**src/rtl/rssi_avg_pkg.sv**
```systemverilog
`default_nettype none
package rssi_avg_pkg;

    localparam int unsigned WINDOW     = 10;
    localparam int unsigned SAMPLE_W   = 8;
    localparam int unsigned LEVEL_W    = 4;
    localparam int unsigned MARGIN_W   = 4;
    localparam int unsigned CFG_ADDR_W = 3;
    localparam int unsigned CFG_DATA_W = 8;
    localparam int unsigned S_TDATA_W  = 8;
    localparam int unsigned M_TDATA_W  = 16;
    localparam int unsigned M_USED_W   = SAMPLE_W + LEVEL_W + 1;

    localparam int unsigned SUM_W   = SAMPLE_W + $clog2(WINDOW);
    localparam int unsigned SLOT_W  = (WINDOW > 1) ? $clog2(WINDOW) : 1;
    localparam int unsigned THR_W   = SAMPLE_W + 2;

    // Ceiling reciprocal; the shift is wide enough that the quotient is exact
    // for every window sum magnitude.
    localparam int unsigned DIV_SHIFT = SUM_W + $clog2(WINDOW) + 1;
    localparam int unsigned RECIP_W   = DIV_SHIFT + 1;
    localparam int unsigned PROD_W    = SUM_W + RECIP_W;
    localparam logic [RECIP_W-1:0] RECIP =
        RECIP_W'(((64'd1 << DIV_SHIFT) + 64'(WINDOW) - 64'd1) / 64'(WINDOW));

    localparam logic signed [SAMPLE_W-1:0] SAMPLE_RESET = -8'sd50;
    localparam logic signed [SUM_W-1:0]    SUM_RESET    =
        SUM_W'(-50 * int'(WINDOW));
    localparam logic [LEVEL_W-1:0]         LEVEL_RESET  = 4'd4;

    localparam logic signed [SAMPLE_W-1:0] STRONG_RESET = -8'sd45;
    localparam logic signed [SAMPLE_W-1:0] MEDIUM_RESET = -8'sd60;
    localparam logic signed [SAMPLE_W-1:0] WEAK_RESET   = -8'sd75;
    localparam logic [MARGIN_W-1:0]        MARGIN_RESET = 4'd3;
    localparam logic [LEVEL_W-1:0]         LVL_STRONG_RESET = 4'd0;
    localparam logic [LEVEL_W-1:0]         LVL_MEDIUM_RESET = 4'd4;
    localparam logic [LEVEL_W-1:0]         LVL_WEAK_RESET   = 4'd7;

    typedef enum logic [CFG_ADDR_W-1:0] {
        CFG_STRONG     = 3'd0,
        CFG_MEDIUM     = 3'd1,
        CFG_WEAK       = 3'd2,
        CFG_MARGIN     = 3'd3,
        CFG_LVL_STRONG = 3'd4,
        CFG_LVL_MEDIUM = 3'd5,
        CFG_LVL_WEAK   = 3'd6
    } cfg_idx_t;

    typedef struct packed {
        logic signed [SAMPLE_W-1:0] strong_threshold;
        logic signed [SAMPLE_W-1:0] medium_threshold;
        logic signed [SAMPLE_W-1:0] weak_threshold;
        logic [MARGIN_W-1:0]        margin;
        logic [LEVEL_W-1:0]         level_for_strong;
        logic [LEVEL_W-1:0]         level_for_medium;
        logic [LEVEL_W-1:0]         level_for_weak;
    } cfg_t;

    typedef struct packed {
        logic                       level_changed;
        logic [LEVEL_W-1:0]         power_level;
        logic signed [SAMPLE_W-1:0] average_rssi;
    } result_t;

endpackage
`default_nettype wire

```
**src/rtl/rssi_avg_level.sv**
```systemverilog
`default_nettype none
module rssi_avg_level (
    input  wire logic signed [rssi_avg_pkg::SUM_W-1:0]   window_sum,
    input  wire rssi_avg_pkg::cfg_t                      cfg,
    input  wire logic [rssi_avg_pkg::LEVEL_W-1:0]        current_level,
    output rssi_avg_pkg::result_t                        result
);

    logic                                   sum_neg;
    logic [rssi_avg_pkg::SUM_W-1:0]         sum_mag;
    logic [rssi_avg_pkg::PROD_W-1:0]        product;
    logic [rssi_avg_pkg::SUM_W-1:0]         quot;
    logic [rssi_avg_pkg::SAMPLE_W-1:0]      quot_low;
    logic signed [rssi_avg_pkg::SAMPLE_W-1:0] avg;
    logic signed [rssi_avg_pkg::THR_W-1:0]  avg_x;
    logic signed [rssi_avg_pkg::THR_W-1:0]  strong_lim;
    logic signed [rssi_avg_pkg::THR_W-1:0]  medium_lim;
    logic signed [rssi_avg_pkg::THR_W-1:0]  weak_lim;
    logic signed [rssi_avg_pkg::THR_W-1:0]  margin_x;
    logic [rssi_avg_pkg::LEVEL_W-1:0]       level_new;

    // Divide magnitude by the window length, truncating toward zero.
    always_comb
    begin
        sum_neg  = window_sum[rssi_avg_pkg::SUM_W-1];
        sum_mag  = sum_neg ? rssi_avg_pkg::SUM_W'(-window_sum)
                           : rssi_avg_pkg::SUM_W'(window_sum);
        product  = rssi_avg_pkg::PROD_W'(sum_mag) * rssi_avg_pkg::PROD_W'(rssi_avg_pkg::RECIP);
        quot     = rssi_avg_pkg::SUM_W'(product >> rssi_avg_pkg::DIV_SHIFT);
        quot_low = quot[rssi_avg_pkg::SAMPLE_W-1:0];
        avg      = sum_neg ? -$signed(quot_low) : $signed(quot_low);
    end

    always_comb
    begin
        avg_x      = rssi_avg_pkg::THR_W'(avg);
        margin_x   = $signed({{(rssi_avg_pkg::THR_W - rssi_avg_pkg::MARGIN_W){1'b0}},
                              cfg.margin});
        strong_lim = rssi_avg_pkg::THR_W'(cfg.strong_threshold) + margin_x;
        medium_lim = rssi_avg_pkg::THR_W'(cfg.medium_threshold) + margin_x;
        weak_lim   = rssi_avg_pkg::THR_W'(cfg.weak_threshold) - margin_x;

        if (avg_x > strong_lim)
        begin
            level_new = cfg.level_for_strong;
        end
        else if (avg_x > medium_lim)
        begin
            level_new = cfg.level_for_medium;
        end
        else if (avg_x < weak_lim)
        begin
            level_new = cfg.level_for_weak;
        end
        else
        begin
            level_new = current_level;
        end

        result.average_rssi  = avg;
        result.power_level   = level_new;
        result.level_changed = (level_new != current_level);
    end

endmodule
`default_nettype wire

```
**src/rtl/rssi_average_tx_power_control_unit.sv**
```systemverilog
// Channel   | Dir | Word bits (lowest first)                              | Handshake
// s_axis    | in  | [7:0] rssi_sample                                     | tvalid/tready
// m_axis    | out | [7:0] average_rssi, [11:8] power_level, [12] changed  | tvalid/tready
// cfg       | in  | cfg_addr selects register, cfg_wdata holds the value  | cfg_we, no wait
//
// One sample per clock sustained while the output accepts results.
// Stage one updates the sample window and running sum, stage two divides the sum
// by the window length and picks the power level into the output register.
// Reset fills every window entry with -50, sets the level to 4 and loads the
// register defaults. A stalled output holds; one further sample is still taken.
`default_nettype none
module rssi_average_tx_power_control_unit (
    input  wire logic                                 clk,
    input  wire logic                                 rst_n,
    input  wire logic                                 s_axis_tvalid,
    output logic                                      s_axis_tready,
    // [7:0] rssi_sample
    input  wire logic [rssi_avg_pkg::S_TDATA_W-1:0]   s_axis_tdata,
    output logic                                      m_axis_tvalid,
    input  wire logic                                 m_axis_tready,
    // [7:0] average_rssi, [11:8] power_level, [12] level_changed, [15:13] zero
    output logic [rssi_avg_pkg::M_TDATA_W-1:0]        m_axis_tdata,
    input  wire logic                                 cfg_we,
    input  wire logic [rssi_avg_pkg::CFG_ADDR_W-1:0]  cfg_addr,
    input  wire logic [rssi_avg_pkg::CFG_DATA_W-1:0]  cfg_wdata
);

    rssi_avg_pkg::cfg_t                              cfg_reg;
    logic signed [rssi_avg_pkg::SAMPLE_W-1:0]        window_reg [rssi_avg_pkg::WINDOW];
    logic [rssi_avg_pkg::SLOT_W-1:0]                 slot_reg;
    logic [rssi_avg_pkg::SLOT_W-1:0]                 slot_next;
    logic signed [rssi_avg_pkg::SUM_W-1:0]           sum_reg;
    logic signed [rssi_avg_pkg::SUM_W-1:0]           sum_next;
    logic                                            s1_valid_reg;
    logic                                            s1_valid_next;
    logic [rssi_avg_pkg::LEVEL_W-1:0]                level_reg;
    logic                                            out_valid_reg;
    logic                                            out_valid_next;
    rssi_avg_pkg::result_t                           out_reg;
    rssi_avg_pkg::result_t                           result;
    logic signed [rssi_avg_pkg::SAMPLE_W-1:0]        sample;
    logic                                            out_free;
    logic                                            in_take;
    logic                                            s2_fire;

    assign sample        = $signed(s_axis_tdata[rssi_avg_pkg::SAMPLE_W-1:0]);
    assign out_free      = !out_valid_reg || m_axis_tready;
    assign s_axis_tready = !s1_valid_reg || out_free;
    assign in_take       = s_axis_tvalid && s_axis_tready;
    assign s2_fire       = s1_valid_reg && out_free;

    assign m_axis_tvalid = out_valid_reg;
    assign m_axis_tdata  = {{(rssi_avg_pkg::M_TDATA_W - rssi_avg_pkg::M_USED_W){1'b0}},
                            out_reg};

    always_comb
    begin
        sum_next = sum_reg - rssi_avg_pkg::SUM_W'(window_reg[slot_reg])
                           + rssi_avg_pkg::SUM_W'(sample);
        if (slot_reg == rssi_avg_pkg::SLOT_W'(rssi_avg_pkg::WINDOW - 1))
        begin
            slot_next = '0;
        end
        else
        begin
            slot_next = slot_reg + 1'b1;
        end
        s1_valid_next  = in_take ? 1'b1 : (s2_fire ? 1'b0 : s1_valid_reg);
        out_valid_next = s2_fire ? 1'b1 : (m_axis_tready ? 1'b0 : out_valid_reg);
    end

    rssi_avg_level u_level (
        .window_sum    (sum_reg),
        .cfg           (cfg_reg),
        .current_level (level_reg),
        .result        (result)
    );

    always_ff @(posedge clk or negedge rst_n)
    begin
        if (!rst_n)
        begin
            cfg_reg.strong_threshold <= rssi_avg_pkg::STRONG_RESET;
            cfg_reg.medium_threshold <= rssi_avg_pkg::MEDIUM_RESET;
            cfg_reg.weak_threshold   <= rssi_avg_pkg::WEAK_RESET;
            cfg_reg.margin           <= rssi_avg_pkg::MARGIN_RESET;
            cfg_reg.level_for_strong <= rssi_avg_pkg::LVL_STRONG_RESET;
            cfg_reg.level_for_medium <= rssi_avg_pkg::LVL_MEDIUM_RESET;
            cfg_reg.level_for_weak   <= rssi_avg_pkg::LVL_WEAK_RESET;
        end
        else if (cfg_we)
        begin
            case (cfg_addr)
                rssi_avg_pkg::CFG_STRONG:
                    cfg_reg.strong_threshold <= $signed(cfg_wdata[rssi_avg_pkg::SAMPLE_W-1:0]);
                rssi_avg_pkg::CFG_MEDIUM:
                    cfg_reg.medium_threshold <= $signed(cfg_wdata[rssi_avg_pkg::SAMPLE_W-1:0]);
                rssi_avg_pkg::CFG_WEAK:
                    cfg_reg.weak_threshold <= $signed(cfg_wdata[rssi_avg_pkg::SAMPLE_W-1:0]);
                rssi_avg_pkg::CFG_MARGIN:
                    cfg_reg.margin <= cfg_wdata[rssi_avg_pkg::MARGIN_W-1:0];
                rssi_avg_pkg::CFG_LVL_STRONG:
                    cfg_reg.level_for_strong <= cfg_wdata[rssi_avg_pkg::LEVEL_W-1:0];
                rssi_avg_pkg::CFG_LVL_MEDIUM:
                    cfg_reg.level_for_medium <= cfg_wdata[rssi_avg_pkg::LEVEL_W-1:0];
                rssi_avg_pkg::CFG_LVL_WEAK:
                    cfg_reg.level_for_weak <= cfg_wdata[rssi_avg_pkg::LEVEL_W-1:0];
                default:
                begin
                end
            endcase
        end
    end

    // Stage one: replace the oldest sample and advance the running sum.
    always_ff @(posedge clk or negedge rst_n)
    begin
        if (!rst_n)
        begin
            for (int i = 0; i < int'(rssi_avg_pkg::WINDOW); i++)
            begin
                window_reg[i] <= rssi_avg_pkg::SAMPLE_RESET;
            end
            slot_reg     <= '0;
            sum_reg      <= rssi_avg_pkg::SUM_RESET;
            s1_valid_reg <= 1'b0;
        end
        else
        begin
            if (in_take)
            begin
                window_reg[slot_reg] <= sample;
                slot_reg             <= slot_next;
                sum_reg              <= sum_next;
            end
            s1_valid_reg <= s1_valid_next;
        end
    end

    // Stage two: register the average and the chosen level.
    always_ff @(posedge clk or negedge rst_n)
    begin
        if (!rst_n)
        begin
            level_reg     <= rssi_avg_pkg::LEVEL_RESET;
            out_valid_reg <= 1'b0;
        end
        else
        begin
            if (s2_fire)
            begin
                level_reg <= result.power_level;
            end
            out_valid_reg <= out_valid_next;
        end
    end

    always_ff @(posedge clk)
    begin
        if (s2_fire)
        begin
            out_reg <= result;
        end
    end

endmodule
`default_nettype wire

```
**config.mk**
```make
export PLATFORM = sky130hd
export DESIGN_NAME = rssi_average_tx_power_control_unit
export DESIGN_NICKNAME = d
export VERILOG_FILES = /design/src/rtl/rssi_avg_pkg.sv /design/src/rtl/rssi_avg_level.sv /design/src/rtl/rssi_average_tx_power_control_unit.sv
export SDC_FILE = /design/constraint.sdc
export NUM_CORES = 1
export LEC_CHECK = 0
export BUFFER_PORTS_ARGS = -buffer_cell sky130_fd_sc_hd__buf_2
export CORE_UTILIZATION = 64
export DETAILED_ROUTE_END_ITERATION = 7
export GPL_ROUTABILITY_DRIVEN = 0
export PLACE_DENSITY_LB_ADDON = 0.15
export SLEW_MARGIN = 20
export SYNTH_ARGS = -nofsm -noshare
export SYNTH_HDL_FRONTEND = slang
export SYNTH_SLANG_ARGS = --single-unit
```
**constraint.sdc**
```tcl
create_clock -name clk -period 9.4 [get_ports clk]
set_clock_uncertainty 0.15 [all_clocks]
set_input_delay 1.88 -clock clk [delete_from_list [all_inputs] [get_ports clk]]
set_output_delay 1.88 -clock clk [all_outputs]
set_load 0.005 [all_outputs]
```
* Word-level counts from Yosys, hierarchy flattened
Cells that the tools add are included.
Widths: inputs -> output; s select.
** Storage, ports and cells
- Register bits :: 155
- Bits in latches :: 0
- Bits in writable memories :: 0
- Memory bits (read-only) :: 0
- Bits of input ports :: 24
- Output and inout port bits :: 18
- Word-level logic and storage cells :: 81
- Memories :: 0
** Cells by class
- Add/sub/neg operators :: 8
- Multiply operators :: 1
- Divide/modulo/power cells :: 0
- $lt $le $gt $ge :: 5
- Eq/ne operators :: 8
- Shift operators :: 0
- Muxes and demuxes :: 16
- Bitwise operators :: 1
- Reductions and logical operators :: 17
** Operators by type and width (number)
- $bwmux 80 :: 1
- $bmux 8 s4 :: 1
- $demux 8 s4 :: 1
- $mux 8 :: 4
- $mul 12x12->23 const B :: 1
- $add 8x5->9 :: 2
- $gt 8x9->1 :: 2
- $mux 4 :: 4
- $reduce_and 2->1 :: 7
- $add 12x8->12 :: 1
- $mux 12 :: 1
- $neg 12->12 :: 1
- $sub 12x8->12 :: 1
- $eq 3x3->1 const B :: 3
- $lt 8x9->1 :: 1
- $sub 8x5->9 :: 1
- $neg 8->8 :: 1
- $eq 3x2->1 const B :: 2
- $ge 5x5->1 const B :: 1
- $lt 5x1->1 const B :: 1
- $not 4->5 :: 1
- $add 4x1->4 const B :: 1
- $eq 4x4->1 const B :: 1
- $mux 1 :: 4
- 7 further kinds :: 12

* Logic depth before layout (Yosys ltp)
- Depth in word-level cells :: 10
- Gate-level depth with buffers :: 37
- Depth with buffers taken out :: 35

* By module
Synthesis repeated with hierarchy kept, for this count alone.
** Unflattened totals
- Cells, all modules :: 1180
- Area total of the unflattened synthesis :: 12328.1 µm²
** Modules (own cells, without submodules)
- rssi_average_tx_power_control_unit :: instances 1, cells each 595, area each 7507.2 µm², seq. area each 4037.6 µm²
- rssi_avg_level :: instances 1, cells each 585, area each 4820.9 µm², seq. area each 0.0 µm²

* Worst setup path after synthesis
OpenSTA, ideal clock, no wires.
- Path kind :: flip-flop to flip-flop
- From :: register sum_reg[0] (netlist bit)
- To :: register out_reg, in the netlist m_axis_tdata[12], data pin
- Setup time :: 0.266 ns
- Arrival time :: 8.013 ns
- Data required time :: 8.984 ns
- Path slack :: 0.972 ns
- Stages on the path, launching flop included :: 34
- Path buffers :: 2
- Clock period less this slack :: 8.428 ns
- Cell sequence :: dfrtp_1 -> inv_1 -> ha_1 -> nand2_1 -> or4_1 -> o31ai_1 -> xnor2_1 -> ha_1 -> inv_1 -> fa_1 -> inv_1 -> fa_1 -> fa_1 -> fa_1 -> ha_1 -> and3_1 -> buf_2 -> o211a_1 -> o211a_1 -> or3_1 -> and2_1 -> nor3_1 -> nand4_1 -> mux2i_1 -> o211ai_1 -> xnor2_1 -> ha_1 -> o31ai_1 -> or3_1 -> o41a_1 -> o2bb2ai_2 -> buf_6 -> o41ai_2 -> o21ai_1
** RTL lines
- from (decl) :: line rssi_average_tx_power_control_unit.sv:32 : logic signed [rssi_avg_pkg::SUM_W-1:0] sum_reg;
- from (signal assigned) :: line rssi_average_tx_power_control_unit.sv:125 : sum_reg <= rssi_avg_pkg::SUM_RESET;
- from (signal assigned) :: line rssi_average_tx_power_control_unit.sv:134 : sum_reg <= sum_next;
- to (signal assigned) :: line rssi_average_tx_power_control_unit.sv:162 : out_reg <= result;
- to (decl) :: line rssi_average_tx_power_control_unit.sv:39 : rssi_avg_pkg::result_t out_reg;

==> results by group <==
Setup path
  • Critical path class: flip-flop to flip-flop
  • WP data arrival: around 9 ns
  • R2r worst-path depth: 32
  • Critical Path End Type: flip-flop
  • Crit-path max FO: 18
  • CP peak stage delay: ~0.52 ns
  • WP data required: 9.63 ns
  • Slowest stage cell, crit path: fa_1
  • R2r setup slk: roughly 0.51 ns
  • Critical path startpoint category: flip-flop

STA
  • Post-route minimum period: approximately 9 ns
  • Slew headroom: approximately 43%
  • RSZ-0062 raised after global routing: false
  • Final Setup Violations: 0
  • Period Utilization, post-route: a little over nine tenths
  • Fin Setup TNS: 0 ns
  • Worst slew pin tran: 0.854 ns
  • Final Slew Violations: 0
  • Achievable Freq: between 0.1 and 0.15 GHz
  • Hold Fails Final Rpt: 0

Die
  • Chip Height: 138 um
  • DIE WIDTH: ~140 um
  • Site Rows: roughly 50
  • Die ar.: approximately 19000 um2
  • # IOs: between 40 and 50
  • Core ar.: between 15000 and 20000 um2
  • Initial Util: about 66%

Detailed routing
  • Routed len/inst: 17.8 um
  • Via Count: about 8500
  • Drt drc: 15
  • Via/cell ratio: approximately 6
  • Post-route ant nets: 0
  • Post-Route WL: around 26 mm
  • 1st-iter DRT viols: 470
  • Drt first pass iters: 7

Clocking
  • Number of CTS-inserted buffers: 17
  • Clock transition at path regs: around 0.07 ns
  • Worst-skew pair later-pin latency: between 0.4 and 0.5 ns
  • CTS tree: yes
  • Clk root buf: clkbuf_16
  • Postcts setup bufs: 0
  • Clock Path Buffers: 2
  • H-tree level count: 4
  • Clock sinks: around 160

Layout
  • Final nets: around 1400
  • Most common cell after layout, fill and taps aside: inv_1
  • Share of cells above drive strength 1: between 10% and 20%
  • Synth-to-Final Area Change: 8.54%
  • Most frequent cells in the layout: inv_1 (147), nand2_1 (120), ha_1 (120)
  • N_diodes: 0
  • Max reg flops: 80

Global route
  • Vias in the first global route: 8758
  • First-pass GRT wire length: roughly 43 mm
  • Initial antenna violation count: 0
  • Pin count of the biggest net entering global routing: 77
  • GR Util All Layers: between 20% and 30%
  • Congestion Overflow GR: 0

Logic synthesis
  • Ranking of synthesized cells by area: dfstp_2 (17%), dfrtp_1 (14%), ha_1 (13%)
  • Yosys reg bits: between 150 and 200
  • Avg Inst Size Synth: 10.1 um2
  • Synth top area share: approximately 17%
  • Ys async rst share: about nine tenths
  • Post-synthesis sequential area ratio: 33.9%
  • Synthesized instance count: 1180
  • Number of flops mapped to enable cells by yosys: 13
  • Most common flop cell mapped by yosys: dfstp_2
  • Netlist cell types: 74
  • Top cell type by total area after synthesis: dfstp_2
  • Synthesized area: 11900 um2
  • Syn. warnings: 0

Status
  • Failing checks: design-rule violations
  • Status: complete, but fails checks

Run
  • Max-cap violations: 0

Worst hold path
  • Worst Hold Class: flip-flop to flip-flop
  • Hold Crit Depth: 2

Place
  • Port Buffers: 38
  • Post-DP HPWL: approximately 20 mm
==> cells in the mapped netlist (5+ instances only) <==
library cell  count
and3_1            5
nor3_1           16
a21o_1           15
mux2i_1          22
nor3b_1           5
nor2_1           26
buf_1             5
dfrtp_1          67
nand2b_1         13
nand3b_1          7
xnor2_1          51
o21bai_1          5
and2_1           10
nand4_1           7
a211o_1           5
mux2_2           48
a21oi_1          30
o22ai_1           8
nand3_1          18
o21ai_0         108
o31ai_1          12
o21ai_1           6
edfxtp_1         13
mux4_2           16
o211ai_1          6
o21a_1            7
nand2_1         120
ha_1            120
fa_1             51
clkbuf_1         33
dfstp_2          75
inv_1           147
nor2b_1          10
a31o_2            5
xor2_1           18
==> metrics by stage <==
stage                     hold WS [ns]  worst slack (ns)  instances  cell area (um2)  utilization, %
after floorplan                  0.295             0.972       1182            11900               -
after global routing             0.341           0.00386       1446            12900            71.4
after CTS                        0.331             0.180       1446            12900            71.2
final                            0.328             0.509       1446            12900            71.4
after detailed placement         0.316             0.233       1414            12300            67.9
after global placement           0.308             0.397       1414            12300            67.9
==> path summary, 6_finish.rpt <==
path,startpoint,end
worst max-delay path,sum_reg[0],level_reg[2]
worst min-delay path,window_reg[62],window_reg[62]
worst max register to register,sum_reg[0],level_reg[2]
max in group asynchronous,rst_n,slot_reg[0]
worst min register to register,window_reg[62],window_reg[62]
min in group asynchronous,rst_n,cfg_reg[37]
==> routing by layer <==
metal | track usage [%] | vias to the layer above | part of all wire (%)
li1 | - | 4126 | -
met1 | 37.8 | 4180 | 46
met2 | 49.5 | 194 | 49
met3 | 4.02 | 35 | 3.6
met4 | 8.10 | 0 | 1.7
met5 | 0 | - | 0
==> cells by family (layout without fill, tap and decap cells) <==
family | after synthesis | in the layout | share of synthesized area [%]
compound gates | 245 | 245 | 13.2
xor+xnor | 71 | 71 | 5.40
fa+ha+maj | 171 | 171 | 21.2
buf+inv | 195 | 230 | 6.44
flops | 155 | 155 | 33.9
mux | 86 | 86 | 9.42
other cells | 1 | 3 | 0.0315
simple gates | 256 | 256 | 10.4
==> area by class of cell <==
class,instances,area [um2]
multi-input combinational,832,7150
fill,1314,5170
sequential,155,4040
inverter,148,556
clock buffer,20,479
timing repair buffer,50,287
tap,229,287
clock inverter,12,114
==> timing repair <==
action	CTS	global route
endpoints found under the setup margin	0	9
gates resized for setup	0	7
hold buffers	0	0
endpoints found under the hold margin	0	0
==> worst max-delay path, delay by kind of cell (launching register included) <==
family | cells | cell delay, ns
AO/OA/AOI/OAI | 9 | 2.04
XOR/XNOR | 2 | 0.34
adder cells (fa/ha/maj) | 8 | 3.24
buffers and inverters | 4 | 0.43
flip-flops | 1 | 0.43
AND/OR/NAND/NOR | 9 | 2.21
Power is left out: the tool's default activity adds up to more than one toggle a clock period on the data nets, which glitch-free logic cannot reach.
